--- config.mk ---
export PLATFORM = sky130hd
export DESIGN_NAME = subsequence_free_substring_count_core
export DESIGN_NICKNAME = d
export VERILOG_FILES = /design/src/rtl/core/sfsc_pkg.sv /design/src/rtl/core/sfsc_scan.sv /design/src/rtl/core/subsequence_free_substring_count_core.sv
export SDC_FILE = /design/constraint.sdc
export NUM_CORES = 1
export LEC_CHECK = 0
export BUFFER_PORTS_ARGS = -buffer_cell sky130_fd_sc_hd__buf_4
export CORE_MARGIN = 4
export CORE_UTILIZATION = 60
export CTS_CLUSTER_DIAMETER = 100
export DETAILED_ROUTE_END_ITERATION = 7
export PLACE_DENSITY = 0.79
export REMOVE_ABC_BUFFERS = 1
export SETUP_SLACK_MARGIN = 0.02
export SYNTH_ARGS = -nofsm -noshare
export SYNTH_HDL_FRONTEND = slang
export SYNTH_SLANG_ARGS = --single-unit
--- constraint.sdc ---
create_clock -name clock -period 7.9 [get_ports clock]
set_input_delay 0.395 -clock clock [delete_from_list [all_inputs] [get_ports clock]]
set_output_delay 0.395 -clock clock [all_outputs]
set_load 0.05 [all_outputs]
--- src/rtl/core/sfsc_pkg.sv ---
// Shared constants and types for the subsequence-free substring counter.
`default_nettype none
package sfsc_pkg;

   // Sizing of the pattern and text
   localparam int PATTERN_MAX = 8;
   localparam int MAX_LEN     = 1048576;
   localparam int IDX_W       = (PATTERN_MAX > 1) ? $clog2(PATTERN_MAX) : 1;

   // Field widths
   localparam int BYTE_W  = 8;
   localparam int POS_W   = 21;
   localparam int COUNT_W = 40;
   localparam int LEN_W   = 4;
   localparam int CHARS_W = 64;

   // Control/status register map
   localparam int CSR_IDX_W  = 2;
   localparam int CSR_DATA_W = 64;
   localparam logic [CSR_IDX_W-1:0] CSR_PATTERN_LENGTH = 2'd0;
   localparam logic [CSR_IDX_W-1:0] CSR_PATTERN_CHARS  = 2'd1;

   // One text beat presented to the scan stage
   typedef struct packed {
      logic              fire;
      logic [BYTE_W-1:0] text_byte;
      logic              last;
   } step_type;

   // Result of the string ending at the current beat
   typedef struct packed {
      logic [COUNT_W-1:0] free_count;
      logic               too_long;
   } result_type;

endpackage
`default_nettype wire

--- src/rtl/core/sfsc_scan.sv ---
// Prefix-start cells, position, running count and overflow flag for one string.
`default_nettype none
module sfsc_scan (
   input  wire logic                        clock,
   input  wire logic                        reset,
   input  wire sfsc_pkg::step_type          step,
   input  wire logic [sfsc_pkg::LEN_W-1:0]  pattern_length,
   input  wire logic [sfsc_pkg::CHARS_W-1:0] pattern_chars,
   output sfsc_pkg::result_type             result
);

   logic [sfsc_pkg::POS_W-1:0]   start_ff [sfsc_pkg::PATTERN_MAX];
   logic [sfsc_pkg::POS_W-1:0]   start_in [sfsc_pkg::PATTERN_MAX];
   logic [sfsc_pkg::POS_W-1:0]   position_ff;
   logic [sfsc_pkg::POS_W-1:0]   position_in;
   logic [sfsc_pkg::COUNT_W-1:0] count_ff;
   logic [sfsc_pkg::COUNT_W-1:0] count_in;
   logic                         overflow_ff;

   logic [sfsc_pkg::LEN_W-1:0]   used_len;
   logic [sfsc_pkg::IDX_W-1:0]   tail_idx;
   logic [sfsc_pkg::POS_W-1:0]   tail_start;
   logic [sfsc_pkg::POS_W-1:0]   gap;
   logic                         full;

   // Clamp the pattern length into 1..PATTERN_MAX
   always_comb begin
      if (pattern_length == '0) begin
         used_len = sfsc_pkg::LEN_W'(1);
      end else if (pattern_length > sfsc_pkg::LEN_W'(sfsc_pkg::PATTERN_MAX)) begin
         used_len = sfsc_pkg::LEN_W'(sfsc_pkg::PATTERN_MAX);
      end else begin
         used_len = pattern_length;
      end
   end

   assign tail_idx    = sfsc_pkg::IDX_W'(used_len - sfsc_pkg::LEN_W'(1));
   assign full        = (position_ff >= sfsc_pkg::POS_W'(sfsc_pkg::MAX_LEN));
   assign position_in = position_ff + sfsc_pkg::POS_W'(1);

   // Shift matched starts one prefix deeper, all cells from their old values
   always_comb begin
      for (int k = 0; k < sfsc_pkg::PATTERN_MAX; k++) begin
         start_in[k] = start_ff[k];
         if ((k < int'(used_len)) &&
             (step.text_byte == pattern_chars[sfsc_pkg::BYTE_W*k +: sfsc_pkg::BYTE_W])) begin
            if (k == 0) begin
               start_in[k] = position_in;
            end else begin
               start_in[k] = start_ff[k-1];
            end
         end
      end
   end

   // Add the substrings ending here that miss the full pattern
   assign tail_start = start_in[tail_idx];
   assign gap        = position_in - tail_start;
   assign count_in   = count_ff + sfsc_pkg::COUNT_W'(gap);

   assign result.free_count = full ? count_ff : count_in;
   assign result.too_long   = overflow_ff | full;

   // Advance per beat until full, then flag overflow; drop all state at string end
   always_ff @(posedge clock) begin
      if (reset || (step.fire && step.last)) begin
         for (int k = 0; k < sfsc_pkg::PATTERN_MAX; k++) begin
            start_ff[k] <= '0;
         end
         position_ff <= '0;
         count_ff    <= '0;
         overflow_ff <= 1'b0;
      end else if (step.fire) begin
         if (full) begin
            overflow_ff <= 1'b1;
         end else begin
            for (int k = 0; k < sfsc_pkg::PATTERN_MAX; k++) begin
               start_ff[k] <= start_in[k];
            end
            position_ff <= position_in;
            count_ff    <= count_in;
         end
      end
   end

endmodule
`default_nettype wire

--- src/rtl/core/subsequence_free_substring_count_core.sv ---
// Top level of the streaming subsequence-free substring counter.
//
// Usage: write pattern_length (index 0) and pattern_chars (index 1, char k in
// bits 8k+7:8k) on the csr_ port while no string is in flight. Then stream
// text bytes on the req_ channel, one beat per byte, req_last on the final
// byte. For each string one beat leaves on the rsp_ channel: the number of
// substrings that do not contain the pattern as a subsequence, and a flag
// set when the string ran past 1048576 bytes (later bytes are not counted).
//
// Throughput: one byte per cycle, but a last byte waits for a free result
// register. A byte is held in an input register; the prefix cells and count
// update from it, and a last byte loads the result register on the same
// edge, raising rsp_valid. The cell update and 40-bit count add set the cycle.
//
// Reset clears the counters and sets pattern_length to 1, pattern_chars to 0.
// When the receiver stalls, the result register holds; the input register
// still takes bytes of the next string and stops only at its last byte,
// until the waiting result is taken.
`default_nettype none
module subsequence_free_substring_count_core (
   input  wire logic                            clock,
   input  wire logic                            reset,
   input  wire logic                            req_valid,
   output logic                                 req_ready,
   input  wire logic [sfsc_pkg::BYTE_W-1:0]     req_text_byte,
   input  wire logic                            req_last,
   output logic                                 rsp_valid,
   input  wire logic                            rsp_ready,
   output logic [sfsc_pkg::COUNT_W-1:0]         rsp_free_count,
   output logic                                 rsp_too_long,
   input  wire logic                            csr_write_enable,
   input  wire logic [sfsc_pkg::CSR_IDX_W-1:0]  csr_index,
   input  wire logic [sfsc_pkg::CSR_DATA_W-1:0] csr_write_data
);

   logic [sfsc_pkg::LEN_W-1:0]   len_ff;
   logic [sfsc_pkg::CHARS_W-1:0] chars_ff;

   logic                         stage_valid_ff;
   logic [sfsc_pkg::BYTE_W-1:0]  stage_byte_ff;
   logic                         stage_last_ff;
   logic                         stage_go;
   logic                         out_free;

   logic                         rsp_valid_ff;
   logic [sfsc_pkg::COUNT_W-1:0] rsp_count_ff;
   logic                         rsp_long_ff;

   sfsc_pkg::step_type           step;
   sfsc_pkg::result_type         result;

   // Configuration registers
   always_ff @(posedge clock) begin
      if (reset) begin
         len_ff   <= sfsc_pkg::LEN_W'(1);
         chars_ff <= '0;
      end else if (csr_write_enable) begin
         unique case (csr_index)
            sfsc_pkg::CSR_PATTERN_LENGTH: len_ff   <= csr_write_data[sfsc_pkg::LEN_W-1:0];
            sfsc_pkg::CSR_PATTERN_CHARS:  chars_ff <= csr_write_data[sfsc_pkg::CHARS_W-1:0];
            default: ;
         endcase
      end
   end

   // Handshake: a last byte waits only for a free result register
   assign out_free  = !rsp_valid_ff || rsp_ready;
   assign stage_go  = stage_valid_ff && (!stage_last_ff || out_free);
   assign req_ready = !stage_valid_ff || stage_go;

   // Input register
   always_ff @(posedge clock) begin
      if (reset) begin
         stage_valid_ff <= 1'b0;
      end else if (req_ready) begin
         stage_valid_ff <= req_valid;
      end
   end

   always_ff @(posedge clock) begin
      if (req_valid && req_ready) begin
         stage_byte_ff <= req_text_byte;
         stage_last_ff <= req_last;
      end
   end

   assign step.fire      = stage_go;
   assign step.text_byte = stage_byte_ff;
   assign step.last      = stage_last_ff;

   sfsc_scan u_scan (
      .clock          (clock),
      .reset          (reset),
      .step           (step),
      .pattern_length (len_ff),
      .pattern_chars  (chars_ff),
      .result         (result)
   );

   // Result register: load on a last byte, drop once taken
   always_ff @(posedge clock) begin
      if (reset) begin
         rsp_valid_ff <= 1'b0;
      end else if (stage_go && stage_last_ff) begin
         rsp_valid_ff <= 1'b1;
      end else if (rsp_ready) begin
         rsp_valid_ff <= 1'b0;
      end
   end

   always_ff @(posedge clock) begin
      if (stage_go && stage_last_ff) begin
         rsp_count_ff <= result.free_count;
         rsp_long_ff  <= result.too_long;
      end
   end

   assign rsp_valid      = rsp_valid_ff;
   assign rsp_free_count = rsp_count_ff;
   assign rsp_too_long   = rsp_long_ff;

   // A last byte stays put while the previous result is stalled
   assert property (@(posedge clock) disable iff (reset)
      (stage_valid_ff && stage_last_ff && rsp_valid_ff && !rsp_ready) |-> !req_ready)
      else $error("input taken while last byte blocked by stalled result");

   // Every accepted beat lands in the input register
   assert property (@(posedge clock) disable iff (reset)
      (req_valid && req_ready) |=> stage_valid_ff)
      else $error("accepted byte lost from input register");

   // A result appears only after a last byte has been processed
   assert property (@(posedge clock) disable iff (reset)
      $rose(rsp_valid) |-> $past(stage_valid_ff && stage_last_ff))
      else $error("result raised without a last byte");

endmodule
`default_nettype wire

==> run_results.csv, run 1 <==
group,metric,value,unit
clocking,cts_made_buffers,38,
drt,routedWlPerCell,19.73,um
clocking,cts_tree,"done",
clocking,cts_max_path_buffers,3,
global_routing,grt_pass1_vias,15480,
critical_path,slowest_delay,0.55,ns
floorplanning,num_rows,65,
critical_path,crit_required,8.34,ns
critical_path,cpMostUsedCell,"a21oi_1",
worst_hold_path,hp-class,"in2reg",
clocking,clkLatencyLatePin,0.53,ns
floorplanning,die_h,188.6,um
timing,tns,0,ns
power_and_ir_drop,switching_share,0.2854,
timing,rsz0062_at_grt,"no",
drt,wl,50580,um
timing,finalMaxSlewViolations,0,
place,hpwl,33690,um
clocking,clk_pin_slew,0.06,ns
yosys,synthTopCellsByArea,"edfxtp_1 (33%), dfxtp_1 (14%), mux2i_1 (8.1%), nor2_1 (5.6%), nand2_1 (4.8%)",
yosys,synth.distinct_cells,83,
layout,final_cell_area,22010,um2
layout,syn_to_final_growth,12.55,%
yosys,seq_area_frac_synth,0.4698,
yosys,synthCells,2038,
timing,worst_pin_slew,1.095,ns
timing,fin_crit_sh,0.9262,
power_and_ir_drop,ir_worst_vdd,0.1493,mV
power_and_ir_drop,cell_internal_pwr,3.501,mW
timing,post-route-min-period,7.317,ns
timing,finalHoldViolations,0,
drt,via_per_inst,6.153,
clocking,post-cts-setup-buffers,0,
yosys,yosysMostFrequentCell,"nor2_1",
clocking,clock-root-buffer,"clkbuf_16",
floorplanning,die_width,188.6,um
global_routing,grt_pass1_wl,81280,um
floorplanning,io_pins,123,
global_routing,antenna_found_initial,0,
clocking,clock_sinks,350,
place,gp_congestion,0.9358,
timing,fin_skew,0.02036,ns
timing,max_slew_margin,0.2699,
power_and_ir_drop,share_comb_of_total_power,0.193,
yosys,synth_top_area_share,0.3347,
drt,first_pass_iters,6,
critical_path,worst_setup_path_start_kind,"flop",
place,port_buffers,122,
yosys,synthArstFlopShare,0,
drt,drtIter0Drc,1735,
global_routing,gr-total-overflow,0,
global_routing,globalRouteMet2Util,0.4611,
power_and_ir_drop,pwr-share-clk,0.362,
clocking,cts_max_level,2,
floorplanning,die_area,35550,um2
global_routing,top_usage_layer,"met2",
power_and_ir_drop,powerDensity,222.5,nW/um2
layout,final_util,0.6905,
yosys,ys.warnings.count,0,
place,place_area,20750,um2
yosys,synth_area,19560,um2
power_and_ir_drop,p_sw,1.398,mW
yosys,synthFlopType,"edfxtp_1",
critical_path,critical_path_class,"reg2reg",
timing,setup_viol,0,
drt,routed-via-count,15780,
global_routing,gr-usage-met1,0.3793,
global_routing,grt_max_degree,92,
drt,ant_nets,0,
power_and_ir_drop,seqPwrFrac,0.445,
floorplanning,core,31880,um2
floorplanning,start_util,0.6135,
yosys,synth.largest_area_cell,"edfxtp_1",
global_routing,grtUsageMet3,0.04261,
drt,drc,0,
critical_path,end_kind,"flop",
yosys,synth_edf_count,218,
power_and_ir_drop,p_leak,9.164,nW
layout,antenna_cells,0,
yosys,ys_ff_latch,350,
yosys,syn_avg_cell_area,9.597,um2
timing,fmax,0.1367,GHz
layout,layout-drive-gt1-share,0.1245,
run_status,status,"complete, no violations",
critical_path,cp_slowest_cell,"or4_1",
yosys,synth_common_cells,"nor2_1 (291), nand2_1 (248), edfxtp_1 (218)",
power_and_ir_drop,fin_total_pwr,4.899,mW
critical_path,critPathMaxFanout,17,
global_routing,grtUsageTotal,0.2786,
layout,fin_nets,2237,
run,drv_cap,0,
critical_path,cp.arrival,7.75,ns
==> through the flow <==
step	setup WS, ns	hold WS (ns)	std cells
2_1_floorplan	0.04715	0.4285	1907
3_3_place_gp	0.6397	0.4419	2497
3_5_place_dp	0.4868	0.4605	2497
4_1_cts	0.4396	0.03105	2564
5_1_grt	0.2354	0.03142	2564
6_report	0.5829	0.04623	2564
==> layout by cell type, fill, tap and decap left out, types with 26 or more instances in the layout <==
master / instances
nor2_1: 290
nand2_1: 246
edfxtp_1: 218
mux2i_1: 158
buf_4: 154
a21oi_1: 142
dfxtp_1: 132
xor2_1: 91
xnor2_1: 67
ha_1: 53
o21ai_0: 44
clkbuf_16: 43
nand3_1: 42
nor3_1: 38
o22ai_1: 36
o211ai_1: 26
==> cell type report <==
type                    count  area, um2
fillers                  2431       9867
repair buffers            155       1176
inverters                  23      86.33
clock buffers              52       1150
multi-input cells        1534       9771
flip-flops and latches    350       9189
well taps                 435      544.3
clock inverters            15      97.59
==> power groups by stage <==
stage / sequential, mW / combinational [mW] / clock [mW]
3_3_place_gp: 2.21 / 0.908 / 0
3_5_place_dp: 2.22 / 0.926 / 0
6_report: 2.18 / 0.946 / 1.77
5_1_grt: 2.19 / 1.05 / 1.87
4_1_cts: 2.18 / 0.934 / 1.79
2_1_floorplan: 2.24 / 0.625 / 0
==> layer usage <==
layer / vias up / wire length (um)
met2: 665 / 24200
met3: 104 / 3705
met5: - / 0
met1: 7610 / 21140
li1: 7398 / -
met4: 0 / 1527
==> state kept, by name (all words and copies together), names as in the netlist <==
| name | count |
|---|---|
| chars_ff | 64 |
| rsp_free_count | 40 |
| stage_valid_ff | 1 |
| stage_byte_ff | 8 |
| rsp_valid | 1 |
| u_scan.start_ff | 168 |
| u_scan.position_ff | 21 |
| len_ff | 4 |
| stage_last_ff | 1 |
| u_scan.count_ff | 40 |
| u_scan.overflow_ff | 1 |
| rsp_too_long | 1 |
==> worst paths after layout <==
check	start	cells past startpoint	slack, ns	end
worst max-delay path	len_ff[2]	28	0.58	u_scan.count_ff[35]
worst min-delay path	req_text_byte[3]	1	0.05	stage_byte_ff[3]
worst max register to register	len_ff[2]	28	0.58	u_scan.count_ff[35]
worst min register to register	chars_ff[58]	2	0.47	chars_ff[58]
==> kinds of logic after synthesis <==
kind of cell	after synthesis	share of synthesized area
flops	350	0.4698
compound gates	398	0.1300
simple gates	753	0.1721
fa+ha+maj	55	0.03595
buf+inv	154	0.03384
xor+xnor	160	0.07165
mux	168	0.08662
==> repair_timing <==
item	4_1_cts	5_1_grt
setup endpoints to repair	0	1
gates resized for setup	0	1
hold buffers	0	0
==> critical path: cells and delay by family, from the launching register on <==
family                   cells  cell delay (ns)
buffers and inverters        1             0.20
AO/OA/AOI/OAI               12             2.75
flip-flops                   1             0.37
XOR/XNOR                     1             0.11
adder cells (fa/ha/maj)      3             0.95
AND/OR/NAND/NOR             11             2.82
Power figures use the tool's default switching activity.
==> run 2, diff against run 1 <==
--- a/config.mk
+++ b/config.mk
@@ -7,10 +7,9 @@
 export LEC_CHECK = 0
 export BUFFER_PORTS_ARGS = -buffer_cell sky130_fd_sc_hd__buf_4
 export CORE_MARGIN = 4
-export CORE_UTILIZATION = 60
+export CORE_UTILIZATION = 45
 export CTS_CLUSTER_DIAMETER = 100
 export DETAILED_ROUTE_END_ITERATION = 7
-export PLACE_DENSITY = 0.79
 export REMOVE_ABC_BUFFERS = 1
 export SETUP_SLACK_MARGIN = 0.02
 export SYNTH_ARGS = -nofsm -noshare
==> run 2 against run 1 <==
  * Maximum frequency shrank 1.0%
  * Wire length grew 4.5%
  * Clock-buffer cell count grew 6
  * Combinational power is essentially flat
  * Worst setup slack lost 0.076 ns
  * Non-clock buffer count grew 9
  * Register-to-register slack lost 0.08 ns
  * Worst hold slack gained 0.0073 ns
  * Critical endpoint unchanged
==> run_results.csv, run 2 (synthesis gave the netlist of run 1 again) <==
group,metric,value,unit
run_status,status,"complete, no violations",
drt,drtIter0Drc,1274,
timing,fin_skew,0.02064,ns
timing,rsz0062_at_grt,"no",
layout,syn_to_final_growth,14.30,%
floorplanning,core,42980,um2
power_and_ir_drop,p_leak,9.203,nW
worst_hold_path,min_delay_path_depth,2,
drt,routedWlPerCell,19.34,um
layout,final_cells,2733,
drt,ant_nets,0,
floorplanning,start_util,0.4551,
clocking,cts_max_level,2,
worst_hold_path,holdPathEnd,"len_ff[0]",
critical_path,r2r_end,"u_scan.count_ff[35]",
critical_path,crit_required,8.39,ns
timing,fin_crit_sh,0.9359,
drt,drc,0,
timing,worst_pin_slew,1.154,ns
run,drv_cap,0,
worst_hold_path,min-delay-start,"csr_write_data[0]",
critical_path,reg2reg_from,"len_ff[2]",
worst_hold_path,hp-class,"in2reg",
place,hpwl,35110,um
critical_path,slowest_delay,0.55,ns
layout,antenna_cells,0,
critical_path,cp_slowest_cell,"or4_1",
drt,wl,52850,um
layout,layout-drive-gt1-share,0.1243,
critical_path,critPathMaxFanout,28,
floorplanning,die_h,216.5,um
critical_path,worst_setup_path_start_kind,"flop",
layout,largestRegisters,"u_scan.start_ff (168), chars_ff (64)",
critical_path,end_kind,"flop",
timing,finalMaxSlewViolations,0,
critical_path,rr_worst_depth,28,
timing,tns,0,ns
timing,setup_viol,0,
layout,largest_reg_flops,168,
timing,finalHoldViolations,0,
power_and_ir_drop,powerDensity,222.0,nW/um2
floorplanning,num_rows,76,
clocking,post-cts-setup-buffers,0,
critical_path,cp.arrival,7.88,ns
global_routing,gr-total-overflow,0,
global_routing,grt_pass1_vias,14680,
critical_path,critical_path_class,"reg2reg",
global_routing,grtUsageTotal,0.2173,
place,gp_congestion,0.9014,
clocking,cts_tree,"done",
place,port_buffers,122,
timing,fmax,0.1353,GHz
critical_path,cpMostUsedCell,"buf_4",
power_and_ir_drop,ir_worst_vdd,0.1281,mV
global_routing,grt_pass1_wl,82230,um
drt,routed-via-count,15320,
layout,mostFrequentLayoutCells,"nor2_1 (290), nand2_1 (246), edfxtp_1 (218)",
layout,largest_register,"u_scan.start_ff",
clocking,cts_made_buffers,41,
clocking,clk_pin_slew,0.06,ns
timing,max_slew_margin,0.2307,
floorplanning,die_area,46860,um2
clocking,clkLatencyLatePin,0.57,ns
timing,hold_slack,0.05349,ns
critical_path,r2r_setup_slack,0.51,ns
floorplanning,io_pins,123,
layout,fin_nets,2250,
drt,via_per_inst,5.604,
place,placed_cells,2647,
layout,final_util,0.5201,
clocking,clock_sinks,350,
global_routing,grt_max_degree,103,
drt,first_pass_iters,5,
timing,post-route-min-period,7.394,ns
clocking,clock-root-buffer,"clkbuf_16",
layout,final_common_cell,"nor2_1",
clocking,cts_max_path_buffers,3,
floorplanning,die_width,216.5,um
global_routing,antenna_found_initial,0,
-- run 2: changes by cell type in the layout (fill, tap and decap cells not counted), moves of 2 or more --
cell / delta
clkinv_8: +2
dlygate4sd3_1: +9
inv_4: +2
clkbuf_8: -2
clkinv_2: -6
clkinv_1: +2
clkbuf_1: +7
-- run 2: what timing repair did --
item / 4_1_cts / 5_1_grt
hold buffers: 9 / 0
endpoints found under the hold margin: 9 / 0
endpoints found under the setup margin: 0 / 4
gates resized for setup: 0 / 2
-- run 2: layer usage --
metal  up-vias  wire [um]  track usage
met5         -          0            0
met4         0       1301      0.06358
met3        82       2695      0.02888
met2       426      24520       0.3558
met1      7378      24340       0.3032
li1       7431          -            -
-- run 2: worst max path at each step --
stage | from | end | slack, ns | cells past startpoint
2_1_floorplan | len_ff[2] | u_scan.count_ff[35] | 0.05 | 25
3_3_place_gp | len_ff[2] | u_scan.count_ff[35] | 0.49 | 28
3_5_place_dp | len_ff[2] | u_scan.count_ff[35] | 0.37 | 28
4_1_cts | len_ff[2] | u_scan.count_ff[35] | 0.35 | 28
5_1_grt | len_ff[2] | u_scan.count_ff[35] | 0.03 | 30
6_report | len_ff[2] | u_scan.count_ff[35] | 0.51 | 28
-- run 2: report_power, final --
part	internal (mW)	switching [mW]	leakage, nW	total (mW)
clock	1.06	0.777	0.638	1.84
sequential	2.09	0.0941	3.38	2.18
combinational	0.369	0.578	5.18	0.947
-- run 2: through the flow --
stage | setup slack [ns] | instance area, um2 | total power [mW]
after floorplan | 0.04715 | 18980 | 2.864
final | 0.5065 | 22360 | 4.963
after global placement | 0.4867 | 20950 | 3.143
after CTS | 0.3458 | 22330 | 5.009
after detailed placement | 0.3705 | 20950 | 3.156
after global routing | 0.03435 | 22360 | 5.198
-- run 2: layout make-up --
| type | count | area (um2) |
|---|---|---|
| Multi-Input combinational cell | 1535 | 9781 |
| Tap cell | 585 | 732.0 |
| Fill cell | 4027 | 20620 |
| Inverter | 23 | 86.33 |
| Sequential cell | 350 | 9189 |
| Timing Repair Buffer | 164 | 1270 |
| Clock inverter | 18 | 145.1 |
| Clock buffer | 58 | 1154 |
-- run 2: critical path: cells and delay by family (launching register included) --
family / cells / cell delay [ns]
buffers and inverters: 6 / 1.39
xor gates and xnor gates: 2 / 0.63
adders and majority gates: 3 / 1.06
and+or+nand+nor: 7 / 1.50
AOI/OAI and AO/OA: 10 / 2.33
DFF: 1 / 0.39
